--- src/rtl/stuffed_frame_parser_crc8_top_assert.svh ---
// Assertion macros shared by the frame parser modules.
`ifndef STUFFED_FRAME_PARSER_CRC8_TOP_ASSERT_SVH
`define STUFFED_FRAME_PARSER_CRC8_TOP_ASSERT_SVH

// Same-cycle implication, sampled on clk, off while rst_n is low.
`define SFP_ASSERT_IMPL(label, ante, cons) \
  label: assert property (@(posedge clk) disable iff (!rst_n) (ante) |-> (cons)) \
    else $error("frame parser assertion failed");

// Next-cycle implication, sampled on clk, off while rst_n is low.
`define SFP_ASSERT_NEXT(label, ante, cons) \
  label: assert property (@(posedge clk) disable iff (!rst_n) (ante) |=> (cons)) \
    else $error("frame parser assertion failed");

`endif

--- src/rtl/sfp_pkg.sv ---
// Shared types, constants and CRC function of the stuffed frame parser.
package sfp_pkg;

  localparam logic [7:0] SYNC_A    = 8'hAA;
  localparam logic [7:0] SYNC_B    = 8'h55;
  localparam logic [7:0] ESC_MARK  = 8'h7D;
  localparam logic [7:0] ESC_FLIP  = 8'h20;
  localparam logic [7:0] SYNC_PAIR = 8'hFF;
  localparam logic [7:0] CRC_POLY  = 8'hE5;
  localparam logic [7:0] CRC_INIT  = 8'h00;

  typedef enum logic [2:0] {
    ST_OK      = 3'd0,
    ST_BAD_CRC = 3'd1,
    ST_BAD_LEN = 3'd2,
    ST_BAD_ESC = 3'd3,
    ST_TRUNC   = 3'd4
  } fstat_t;

  typedef struct packed {
    fstat_t      frame_status;
    logic [7:0]  command;
    logic [5:0]  payload_count;
    logic [7:0]  payload_byte;
    logic        byte_present;
    logic        last;
  } out_t;

  // controller -> datapath
  typedef struct packed {
    logic   sync_load;   // wire byte becomes first sync byte
    logic   len_load;    // wire byte is the length: restart fill and crc
    logic   store;       // store (decoded) byte and update crc
    logic   flip;        // decode escaped byte
    logic   push;        // queue a single-item report
    fstat_t push_code;
    logic   emit_start;  // start the payload run
  } cmd_t;

  // datapath -> controller
  typedef struct packed {
    logic is_sync;
    logic is_esc;
    logic esc_ok;
    logic pair_ok;
    logic len_bad;
    logic fill_done;
    logic crc_hit;
    logic crc_hit_esc;
    logic len_one;
    logic out_space;
    logic emit_busy;
  } sts_t;

  // reflected CRC-8, one byte
  function automatic logic [7:0] crc8_step(input logic [7:0] crc, input logic [7:0] v);
    logic [7:0] c;
    c = crc ^ v;
    for (int k = 0; k < 8; k++) begin
      c = c[0] ? ((c >> 1) ^ CRC_POLY) : (c >> 1);
    end
    return c;
  endfunction

endpackage

--- src/rtl/sfp_if.sv ---
// Valid/ready channel interfaces for wire bytes and frame reports.
interface sfp_in_if;
  logic       valid;
  logic       ready;
  logic [7:0] wire_byte;

  modport source (output valid, output wire_byte, input ready);
  modport sink   (input valid, input wire_byte, output ready);
endinterface

interface sfp_out_if;
  logic       valid;
  logic       ready;
  logic [2:0] frame_status;
  logic [7:0] command;
  logic [5:0] payload_count;
  logic [7:0] payload_byte;
  logic       byte_present;
  logic       last;

  modport source (output valid, output frame_status, output command, output payload_count,
                  output payload_byte, output byte_present, output last, input ready);
  modport sink   (input valid, input frame_status, input command, input payload_count,
                  input payload_byte, input byte_present, input last, output ready);
endinterface

--- src/rtl/sfp_ram.sv ---
// Generic single-write, single-read RAM with registered read data.
module sfp_ram #(
  parameter int WIDTH = 8,
  parameter int DEPTH = 64
) (
  input  logic                     clk,
  input  logic                     we,
  input  logic [$clog2(DEPTH)-1:0] waddr,
  input  logic [WIDTH-1:0]         wdata,
  input  logic [$clog2(DEPTH)-1:0] raddr,
  output logic [WIDTH-1:0]         rdata
);

  logic [WIDTH-1:0] mem [DEPTH];
  logic [WIDTH-1:0] rdata_r;

  always_ff @(posedge clk) begin
    if (we) begin
      mem[waddr] <= wdata;
    end
    rdata_r <= mem[raddr];
  end

  assign rdata = rdata_r;

endmodule

--- src/rtl/sfp_ctrl.sv ---
// Frame parser controller: parse phase state machine and run sequencing.
module sfp_ctrl (
  input  logic          clk,
  input  logic          rst_n,
  input  logic          in_valid,
  output logic          in_ready,
  input  sfp_pkg::sts_t sts,
  output sfp_pkg::cmd_t cmd
);
  import sfp_pkg::*;

  typedef enum logic [2:0] {
    S_HUNT, S_SYNC2, S_LEN, S_DATA, S_DATA_ESC, S_CRC, S_CRC_ESC, S_EMIT
  } state_t;

  state_t state_r, state_nxt;
  logic   fire;

  assign in_ready = (state_r != S_EMIT) && sts.out_space;
  assign fire     = in_valid && in_ready;

  always_comb begin
    cmd       = '0;
    state_nxt = state_r;
    if (state_r == S_EMIT) begin
      if (!sts.emit_busy) begin
        state_nxt = S_HUNT;
      end
    end else if (fire) begin
      unique case (state_r)
        S_SYNC2: begin
          if (sts.pair_ok) begin
            state_nxt = S_LEN;
          end else if (sts.is_sync) begin
            cmd.sync_load = 1'b1;
          end else begin
            state_nxt = S_HUNT;
          end
        end
        S_LEN: begin
          cmd.len_load = 1'b1;
          if (sts.len_bad) begin
            cmd.push      = 1'b1;
            cmd.push_code = ST_BAD_LEN;
            cmd.sync_load = sts.is_sync;
            state_nxt     = sts.is_sync ? S_SYNC2 : S_HUNT;
          end else begin
            cmd.store = 1'b1;
            state_nxt = S_DATA;
          end
        end
        S_DATA: begin
          if (sts.is_esc) begin
            state_nxt = S_DATA_ESC;
          end else if (sts.is_sync) begin
            cmd.push      = 1'b1;
            cmd.push_code = ST_TRUNC;
            cmd.sync_load = 1'b1;
            state_nxt     = S_SYNC2;
          end else begin
            cmd.store = 1'b1;
            state_nxt = sts.fill_done ? S_CRC : S_DATA;
          end
        end
        S_DATA_ESC: begin
          if (!sts.esc_ok) begin
            cmd.push      = 1'b1;
            cmd.push_code = ST_BAD_ESC;
            cmd.sync_load = sts.is_sync;
            state_nxt     = sts.is_sync ? S_SYNC2 : S_HUNT;
          end else begin
            cmd.store = 1'b1;
            cmd.flip  = 1'b1;
            state_nxt = sts.fill_done ? S_CRC : S_DATA;
          end
        end
        S_CRC, S_CRC_ESC: begin
          if (state_r == S_CRC && sts.is_esc) begin
            state_nxt = S_CRC_ESC;
          end else if ((state_r == S_CRC && sts.is_sync) ||
                       (state_r == S_CRC_ESC && !sts.esc_ok)) begin
            cmd.push      = 1'b1;
            cmd.push_code = (state_r == S_CRC) ? ST_TRUNC : ST_BAD_ESC;
            cmd.sync_load = sts.is_sync;
            state_nxt     = sts.is_sync ? S_SYNC2 : S_HUNT;
          end else begin
            state_nxt = S_HUNT;
            if ((state_r == S_CRC) ? sts.crc_hit : sts.crc_hit_esc) begin
              if (sts.len_one) begin
                cmd.push      = 1'b1;
                cmd.push_code = ST_OK;
              end else begin
                cmd.emit_start = 1'b1;
                state_nxt      = S_EMIT;
              end
            end else begin
              cmd.push      = 1'b1;
              cmd.push_code = ST_BAD_CRC;
            end
          end
        end
        default: begin
          // hunting
          cmd.sync_load = sts.is_sync;
          state_nxt     = sts.is_sync ? S_SYNC2 : S_HUNT;
        end
      endcase
    end
  end

  always_ff @(posedge clk) begin
    if (!rst_n) begin
      state_r <= S_HUNT;
    end else begin
      state_r <= state_nxt;
    end
  end

`include "stuffed_frame_parser_crc8_top_assert.svh"

  `SFP_ASSERT_NEXT(a_emit_enter, cmd.emit_start, state_r == S_EMIT)
  `SFP_ASSERT_IMPL(a_one_report, cmd.emit_start, !cmd.push && !cmd.store)
  `SFP_ASSERT_IMPL(a_hold_in_emit, state_r == S_EMIT, !in_ready)

endmodule

--- src/rtl/sfp_dp.sv ---
// Frame parser datapath: frame store, CRC, payload run and output queue.
module sfp_dp #(
  parameter int MAX_DATA = 64
) (
  input  logic          clk,
  input  logic          rst_n,
  input  logic [7:0]    wire_byte,
  input  sfp_pkg::cmd_t cmd,
  output sfp_pkg::sts_t sts,
  input  logic          out_ready,
  output logic          out_valid,
  output sfp_pkg::out_t out_item
);
  import sfp_pkg::*;

  localparam int AW = $clog2(MAX_DATA);
  localparam int LW = $clog2(MAX_DATA);
  localparam int FW = $clog2(MAX_DATA + 1);

  logic [7:0]    first_sync_r;
  logic [LW-1:0] frame_length_r;
  logic [FW-1:0] fill_r, fill_base;
  logic [7:0]    crc_r, crc_base;
  logic [7:0]    cmd_byte_r;
  logic [7:0]    st_byte;

  // payload run
  logic [AW-1:0] emit_addr_r;
  logic [LW-1:0] emit_left_r;
  logic          inflight_r, inflight_last_r;
  logic          issue;
  logic [2:0]    occ;
  logic [7:0]    ram_rdata;

  // two-entry output queue
  out_t          slot_r [2];
  logic          rd_ptr_r, wr_ptr_r;
  logic [1:0]    cnt_r;
  logic          pop, push_any;
  out_t          push_item;

  assign st_byte   = cmd.flip ? (wire_byte ^ ESC_FLIP) : wire_byte;
  assign fill_base = cmd.len_load ? '0 : fill_r;
  assign crc_base  = cmd.len_load ? CRC_INIT : crc_r;

  assign sts.is_sync     = (wire_byte == SYNC_A) || (wire_byte == SYNC_B);
  assign sts.is_esc      = (wire_byte == ESC_MARK);
  assign sts.esc_ok      = (wire_byte == (SYNC_A ^ ESC_FLIP)) ||
                           (wire_byte == (SYNC_B ^ ESC_FLIP)) ||
                           (wire_byte == (ESC_MARK ^ ESC_FLIP));
  assign sts.pair_ok     = ((first_sync_r ^ wire_byte) == SYNC_PAIR);
  assign sts.len_bad     = (wire_byte == 8'd0) || ({1'b0, wire_byte} >= 9'(MAX_DATA));
  assign sts.fill_done   = (fill_r >= FW'(frame_length_r));
  assign sts.crc_hit     = (wire_byte == crc_r);
  assign sts.crc_hit_esc = ((wire_byte ^ ESC_FLIP) == crc_r);
  assign sts.len_one     = (frame_length_r == LW'(1));
  assign sts.out_space   = (cnt_r != 2'd2);
  assign sts.emit_busy   = (emit_left_r != '0) || inflight_r;

  sfp_ram #(.WIDTH(8), .DEPTH(MAX_DATA)) u_store (
    .clk   (clk),
    .we    (cmd.store),
    .waddr (fill_base[AW-1:0]),
    .wdata (st_byte),
    .raddr (emit_addr_r),
    .rdata (ram_rdata)
  );

  assign pop   = out_valid && out_ready;
  // issue a read only if its data will find a queue slot
  assign occ   = {1'b0, cnt_r} - {2'b0, pop} + {2'b0, inflight_r};
  assign issue = (emit_left_r != '0) && (occ < 3'd2);

  always_comb begin
    push_any  = cmd.push || inflight_r;
    push_item = '0;
    if (inflight_r) begin
      push_item.frame_status  = ST_OK;
      push_item.command       = cmd_byte_r;
      push_item.payload_count = 6'(frame_length_r - LW'(1));
      push_item.payload_byte  = ram_rdata;
      push_item.byte_present  = 1'b1;
      push_item.last          = inflight_last_r;
    end else begin
      push_item.frame_status = cmd.push_code;
      push_item.command      = (cmd.push_code == ST_OK) ? cmd_byte_r : 8'd0;
      push_item.last         = 1'b1;
    end
  end

  assign out_valid = (cnt_r != 2'd0);
  assign out_item  = slot_r[rd_ptr_r];

  always_ff @(posedge clk) begin
    if (push_any) begin
      slot_r[wr_ptr_r] <= push_item;
    end
    // command byte mirrors store entry one
    if (cmd.store && fill_base == FW'(1)) begin
      cmd_byte_r <= st_byte;
    end
  end

  always_ff @(posedge clk) begin
    if (!rst_n) begin
      first_sync_r    <= 8'd0;
      frame_length_r  <= '0;
      fill_r          <= '0;
      crc_r           <= CRC_INIT;
      emit_addr_r     <= '0;
      emit_left_r     <= '0;
      inflight_r      <= 1'b0;
      inflight_last_r <= 1'b0;
      rd_ptr_r        <= 1'b0;
      wr_ptr_r        <= 1'b0;
      cnt_r           <= 2'd0;
    end else begin
      if (cmd.sync_load) begin
        first_sync_r <= wire_byte;
      end
      if (cmd.len_load) begin
        frame_length_r <= wire_byte[LW-1:0];
      end
      // a length byte that is stored restarts fill and crc through the bases
      if (cmd.store) begin
        fill_r <= fill_base + FW'(1);
        crc_r  <= crc8_step(crc_base, st_byte);
      end else if (cmd.len_load) begin
        fill_r <= '0;
        crc_r  <= CRC_INIT;
      end
      if (cmd.emit_start) begin
        emit_addr_r <= AW'(2);
        emit_left_r <= frame_length_r - LW'(1);
      end else if (issue) begin
        emit_addr_r <= emit_addr_r + AW'(1);
        emit_left_r <= emit_left_r - LW'(1);
      end
      inflight_r      <= issue;
      inflight_last_r <= issue && (emit_left_r == LW'(1));
      if (push_any) begin
        wr_ptr_r <= ~wr_ptr_r;
      end
      if (pop) begin
        rd_ptr_r <= ~rd_ptr_r;
      end
      cnt_r <= cnt_r + {1'b0, push_any} - {1'b0, pop};
    end
  end

`include "stuffed_frame_parser_crc8_top_assert.svh"

  `SFP_ASSERT_IMPL(a_push_clash, inflight_r, !cmd.push)
  `SFP_ASSERT_IMPL(a_no_overflow, cnt_r == 2'd2 && push_any, pop)
  `SFP_ASSERT_NEXT(a_run_last, inflight_r && inflight_last_r, emit_left_r == '0)

endmodule

--- src/rtl/stuffed_frame_parser_crc8_top.sv ---
// Top level of the byte-stuffed frame parser with CRC-8 check.
// Usage:
//  - in_ch carries one raw wire byte per item (valid/ready). The parser hunts
//    for a sync pair (AA 55 or 55 AA), reads a length byte, that many
//    unescaped command/payload bytes and a CRC byte (reflected CRC-8, 0xE5).
//  - out_ch carries the frame report: one item per payload byte for a good
//    frame with payload (last on the final one), else one status item.
//  - Bytes are taken one per cycle while a frame is parsed and the output
//    queue has space. A single-item report lands in the output queue at the
//    edge that takes its last byte and is visible the next cycle.
//  - A good frame with payload runs L-1 items out of the frame store RAM
//    after the CRC byte, one per cycle while the sink keeps up; in_ch.ready
//    is low for the run, which goes through the single RAM read port.
//  - out_ch has a two-entry queue, so input keeps flowing while one report
//    waits; when the sink stalls with both entries full, in_ch.ready drops.
//  - Reset (rst_n low, synchronous) returns to hunting and empties the queue.
//    The frame store is not cleared; it needs no clearing pass.
module stuffed_frame_parser_crc8_top #(
  parameter int MAX_DATA = 64
) (
  input  logic             clk,
  input  logic             rst_n,
  sfp_in_if.sink           in_ch,
  sfp_out_if.source        out_ch
);
  import sfp_pkg::*;

  cmd_t cmd;
  sts_t sts;
  out_t out_item;
  logic out_valid;

  sfp_ctrl u_ctrl (
    .clk      (clk),
    .rst_n    (rst_n),
    .in_valid (in_ch.valid),
    .in_ready (in_ch.ready),
    .sts      (sts),
    .cmd      (cmd)
  );

  sfp_dp #(.MAX_DATA(MAX_DATA)) u_dp (
    .clk       (clk),
    .rst_n     (rst_n),
    .wire_byte (in_ch.wire_byte),
    .cmd       (cmd),
    .sts       (sts),
    .out_ready (out_ch.ready),
    .out_valid (out_valid),
    .out_item  (out_item)
  );

  assign out_ch.valid         = out_valid;
  assign out_ch.frame_status  = out_item.frame_status;
  assign out_ch.command       = out_item.command;
  assign out_ch.payload_count = out_item.payload_count;
  assign out_ch.payload_byte  = out_item.payload_byte;
  assign out_ch.byte_present  = out_item.byte_present;
  assign out_ch.last          = out_item.last;

endmodule
--- src/flat_wrapper.sv ---
// flat-port wrapper written by rule: the top's interface ports become plain ports
module stuffed_frame_parser_crc8_top_flat import sfp_pkg::*;
#(
  parameter int MAX_DATA = 64
)
  (clk, rst_n, in_ch_valid, in_ch_wire_byte, in_ch_ready, out_ch_valid, out_ch_frame_status, out_ch_command, out_ch_payload_count, out_ch_payload_byte, out_ch_byte_present, out_ch_last, out_ch_ready);
  sfp_in_if in_ch_i ();
  sfp_out_if out_ch_i ();
  input  logic clk;
  input  logic rst_n;
  input wire logic [$bits(in_ch_i.valid)-1:0] in_ch_valid;
  input wire logic [$bits(in_ch_i.wire_byte)-1:0] in_ch_wire_byte;
  output wire logic [$bits(in_ch_i.ready)-1:0] in_ch_ready;
  output wire logic [$bits(out_ch_i.valid)-1:0] out_ch_valid;
  output wire logic [$bits(out_ch_i.frame_status)-1:0] out_ch_frame_status;
  output wire logic [$bits(out_ch_i.command)-1:0] out_ch_command;
  output wire logic [$bits(out_ch_i.payload_count)-1:0] out_ch_payload_count;
  output wire logic [$bits(out_ch_i.payload_byte)-1:0] out_ch_payload_byte;
  output wire logic [$bits(out_ch_i.byte_present)-1:0] out_ch_byte_present;
  output wire logic [$bits(out_ch_i.last)-1:0] out_ch_last;
  input wire logic [$bits(out_ch_i.ready)-1:0] out_ch_ready;
  assign in_ch_i.valid = in_ch_valid;
  assign in_ch_i.wire_byte = in_ch_wire_byte;
  assign in_ch_ready = in_ch_i.ready;
  assign out_ch_valid = out_ch_i.valid;
  assign out_ch_frame_status = out_ch_i.frame_status;
  assign out_ch_command = out_ch_i.command;
  assign out_ch_payload_count = out_ch_i.payload_count;
  assign out_ch_payload_byte = out_ch_i.payload_byte;
  assign out_ch_byte_present = out_ch_i.byte_present;
  assign out_ch_last = out_ch_i.last;
  assign out_ch_i.ready = out_ch_ready;
  stuffed_frame_parser_crc8_top #(.MAX_DATA(MAX_DATA)) u_core (.clk(clk), .rst_n(rst_n), .in_ch(in_ch_i), .out_ch(out_ch_i));
endmodule
--- config.mk ---
export PLATFORM = sky130hd
export DESIGN_NAME = stuffed_frame_parser_crc8_top_flat
export DESIGN_NICKNAME = d
export VERILOG_FILES = /design/src/rtl/sfp_pkg.sv /design/src/rtl/sfp_if.sv /design/src/rtl/sfp_ram.sv /design/src/rtl/sfp_ctrl.sv /design/src/rtl/sfp_dp.sv /design/src/rtl/stuffed_frame_parser_crc8_top.sv /design/src/flat_wrapper.sv
export VERILOG_INCLUDE_DIRS = /design/src /design/src/rtl
export SDC_FILE = /design/constraint.sdc
export NUM_CORES = 1
export LEC_CHECK = 0
export ABC_AREA = 1
export BUFFER_PORTS_ARGS = -buffer_cell sky130_fd_sc_hd__clkbuf_2
export CAP_MARGIN = 25
export CORE_UTILIZATION = 55
export CTS_CLUSTER_DIAMETER = 100
export DETAILED_ROUTE_END_ITERATION = 6
export PLACE_DENSITY_LB_ADDON = 0.3
export SLEW_MARGIN = 25
export SYNTH_ARGS = -nofsm -noshare
export SYNTH_HDL_FRONTEND = slang
export SYNTH_SLANG_ARGS = --single-unit
--- constraint.sdc ---
create_clock -name clk -period 5.2 [get_ports clk]
set_clock_uncertainty 0.1 [all_clocks]
set_input_delay 1.04 -clock clk [delete_from_list [all_inputs] [get_ports clk]]
set_output_delay 1.04 -clock clk [all_outputs]
set_load 0.02 [all_outputs]
==> out/metrics.cfg <==
[run_status]
status = completed

[timing]
final.period_utilization = 0.861
setup_viol_count_final = 0
slew_headroom = 0.324
slew_viol_final = 0
fin_tns_setup_ps = 0
fmax_mhz = 223
hold_viol = 0
rsz0062_at_grt = no
tightest_slew_ps = 1010
min_period_ps = 4480
whs_ps = 360

[finish]
layout_commonest_cell = edfxtp_1
post-route-util = 0.621
final_area_um2 = 29200
syn_to_final_growth_pct = 10.3
layout_common_cells = edfxtp_1, nor2_1, o21ai_0, nand2_1, inv_1
drive_above_1_share = 0.106
final_nets = 2280

[power]
power.density_nw_per_um2 = 435
seq_power_share = 0.461
clkPwrFrac = 0.340
p_sw_w = 0.00386
max-vdd-ir-drop_mv = 0.290
leakagePower_nw = 9.85
comb_power_share = 0.199
internal-power_w = 0.00881
swShare = 0.305

[grt]
grt_first_pass_wirelength_mm = 104
groute.usage.overall = 0.281
grt_max_degree = 181
grt-ovfl-total = 0
antenna_found_initial = 4
grt_pass1_vias = 17300

[detailed_routing]
vias = 18200
vias_per_cell = 6.24
wl_mm = 69.1
drcViolationCount = 0
first_pass_iters = 6
first_iter_violations = 2422
ant_nets = 0
wl_per_cell_um = 23.7

[clock_network]
post-cts-setup-buffers = 0
root_buffer = clkbuf_16
clk_latency_ps = 640
htreeDepth = 2
hold_buffers = 0
clk_pin_slew_ps = 60
max-clock-path-buffers = 3
cts-buffers-inserted = 61
clock-sinks = 633
cts_tree = yes
cts_resized = 0

[critical_path]
cp_max_fo = 22
cp-end-kind = register
path_cells = clkbuf_2 -> inv_1 -> nand2_1 -> nor2_1 -> nand2_1 -> nand2_1 -> inv_1 -> nand3_1 -> nand3_1 -> nand2_1 -> clkinv_1 -> nand2_1 -> inv_1 -> o21ai_0 -> nor2_1
cp_num_buf_inv = 5
critPathSlowestCell = nor2_1
slowest_delay_ps = 780
cp.required_ps = 5360
cp_top_family = simple AND/OR/NAND/NOR gates
arrival_ps = 4630
start_kind = input port
criticalPathCategory = input port to register
crit_path_frequent_cell = nand2_1

[yosys]
yosys_warnings = 0
ys_seq_area_frac = 0.697
synth_area_um2 = 26400
synth_cell_types = 51
synth.ff_latch_count = 633
synth_fp_nets = 2270
syn_inst = 2241
avgSynthCellArea_um2 = 11.8

[run]
cap_violations = 0

[die]
die_w_um = 221
ioPinCount = 41
die-area_um2 = 48900
num_rows = 79
core_um2 = 47000
die_h_um = 221
start_util = 0.563

[hold_path]
hp-class = register to register

[place]
port_buffers = 40
post_dp_cell_area_um2 = 27200
place.gp.congestion = 0.938
dp_hpwl_mm = 42.3

-- cells by family after synthesis --
kind of cell / after synthesis / share of synthesized area
DFF: 633 / 0.697
muxes: 27 / 0.0115
AOI/OAI and AO/OA: 503 / 0.111
and+or+nand+nor: 790 / 0.129
xor gates and xnor gates: 25 / 0.00857
buffers and inverters: 246 / 0.0356
adders and majority gates: 17 / 0.00833
-- worst reg2reg max path: cells and delay by family, from the launching register on --
kind	cells	cell delay [ps]
compound gates	1	130
simple gates	7	2250
buf+inv	2	540
flops	1	490
-- per-stage QoR --
step | setup slack [ps] | power [W] | cells
floorplan | 1150 | 0.00756 | 2241
global placement | 385 | 0.00838 | 2795
detailed placement | 232 | 0.00843 | 2795
CTS | 848 | 0.0127 | 2908
global route | 487 | 0.0131 | 2909
finish | 722 | 0.0127 | 2911
-- state kept, by name, summed over array words and instances, names as in the netlist, 3 cells and up, named ones only --
signal / count
u_core.u_dp.u_store.rdata: 8
u_core.u_dp.frame_length_r: 6
u_core.u_ctrl.state_r: 3
u_core.u_dp.emit_addr_r: 6
u_core.u_dp.fill_r: 7
u_core.u_dp.emit_left_r: 6
u_core.u_dp.slot_r: 54
u_core.u_dp.crc_r: 8
u_core.u_dp.first_sync_r: 8
u_core.u_dp.cmd_byte_r: 8
u_core.u_dp.u_store.mem: 512
-- Yosys cell counts (all sizes together) --
cell type | count | share of area
a21oi | 52 | 0.010
nand3 | 86 | 0.018
clkinv | 6 | 0.0010
ha | 16 | 0.0076
o22ai | 79 | 0.019
xor2 | 18 | 0.0062
a211oi | 3 | 0.00085
dfxtp | 59 | 0.045
or2 | 5 | 0.0012
fa | 1 | 0.00076
o31ai | 1 | 0.00028
mux2 | 27 | 0.012
o21a | 2 | 0.00057
or3 | 1 | 0.00024
buf | 11 | 0.0018
nor3 | 12 | 0.0025
nor2 | 395 | 0.057
nand3b | 1 | 0.00028
edfxtp | 574 | 0.65
inv | 119 | 0.017
clkbuf | 110 | 0.016
xnor2 | 7 | 0.0023
a31oi | 6 | 0.0014
o211ai | 17 | 0.0048
o21bai | 1 | 0.00028
nand4 | 41 | 0.0097
nor4 | 6 | 0.0017
o21ai | 284 | 0.054
a21boi | 1 | 0.00028
and3 | 1 | 0.00024
o221ai | 52 | 0.017
a32o | 5 | 0.0019
nand2 | 242 | 0.038
-- cell type report --
type / instances / area (um2)
diodes: 3 / 7.51
clock buffers: 68 / 1570
clock inverters: 45 / 365
fillers: 3522 / 17800
inverters: 125 / 482
multi-input cells: 1362 / 7090
flip-flops and latches: 633 / 18400
well taps: 607 / 759
repair buffers: 68 / 448
-- final timing paths --
| check | from | endpoint | slack (ps) | cells after the start |
|---|---|---|---|---|
| setup / recovery | in_ch_wire_byte[3] | u_core.u_dp.u_store.mem[7][6]$_DFFE_PP_ | 720 | 15 |
| hold reg to reg | u_core.u_dp.rd_ptr_r$_SDFFE_PN0P_ | u_core.u_dp.rd_ptr_r$_SDFFE_PN0P_ | 360 | 1 |
| hold / removal | u_core.u_dp.rd_ptr_r$_SDFFE_PN0P_ | u_core.u_dp.rd_ptr_r$_SDFFE_PN0P_ | 360 | 1 |
| setup reg to reg | u_core.u_ctrl.state_r[2]$_SDFFE_PN0P_ | u_core.u_dp.u_store.mem[7][6]$_DFFE_PP_ | 1330 | 10 |
-- routing by layer --
metal  routed length, um  up-vias  part of all wire  GRT usage
met4                2300        0             0.033      0.104
met1               28000     8828              0.41      0.392
li1                    -     8147                 -          -
met5                   0        -                 0          0
met3                6800      171             0.098     0.0575
met2               31900     1020              0.46      0.440
-- power by group through the flow --
stage / clock network, W / registers (W) / logic, W
after CTS: 0.00433 / 0.00584 / 0.00250
after global routing: 0.00453 / 0.00586 / 0.00274
after detailed placement: 0 / 0.00595 / 0.00248
final: 0.00431 / 0.00584 / 0.00252
after floorplan: 0 / 0.00585 / 0.00171
after global placement: 0 / 0.00594 / 0.00244
No activity file was read; power rests on OpenSTA's default activity.
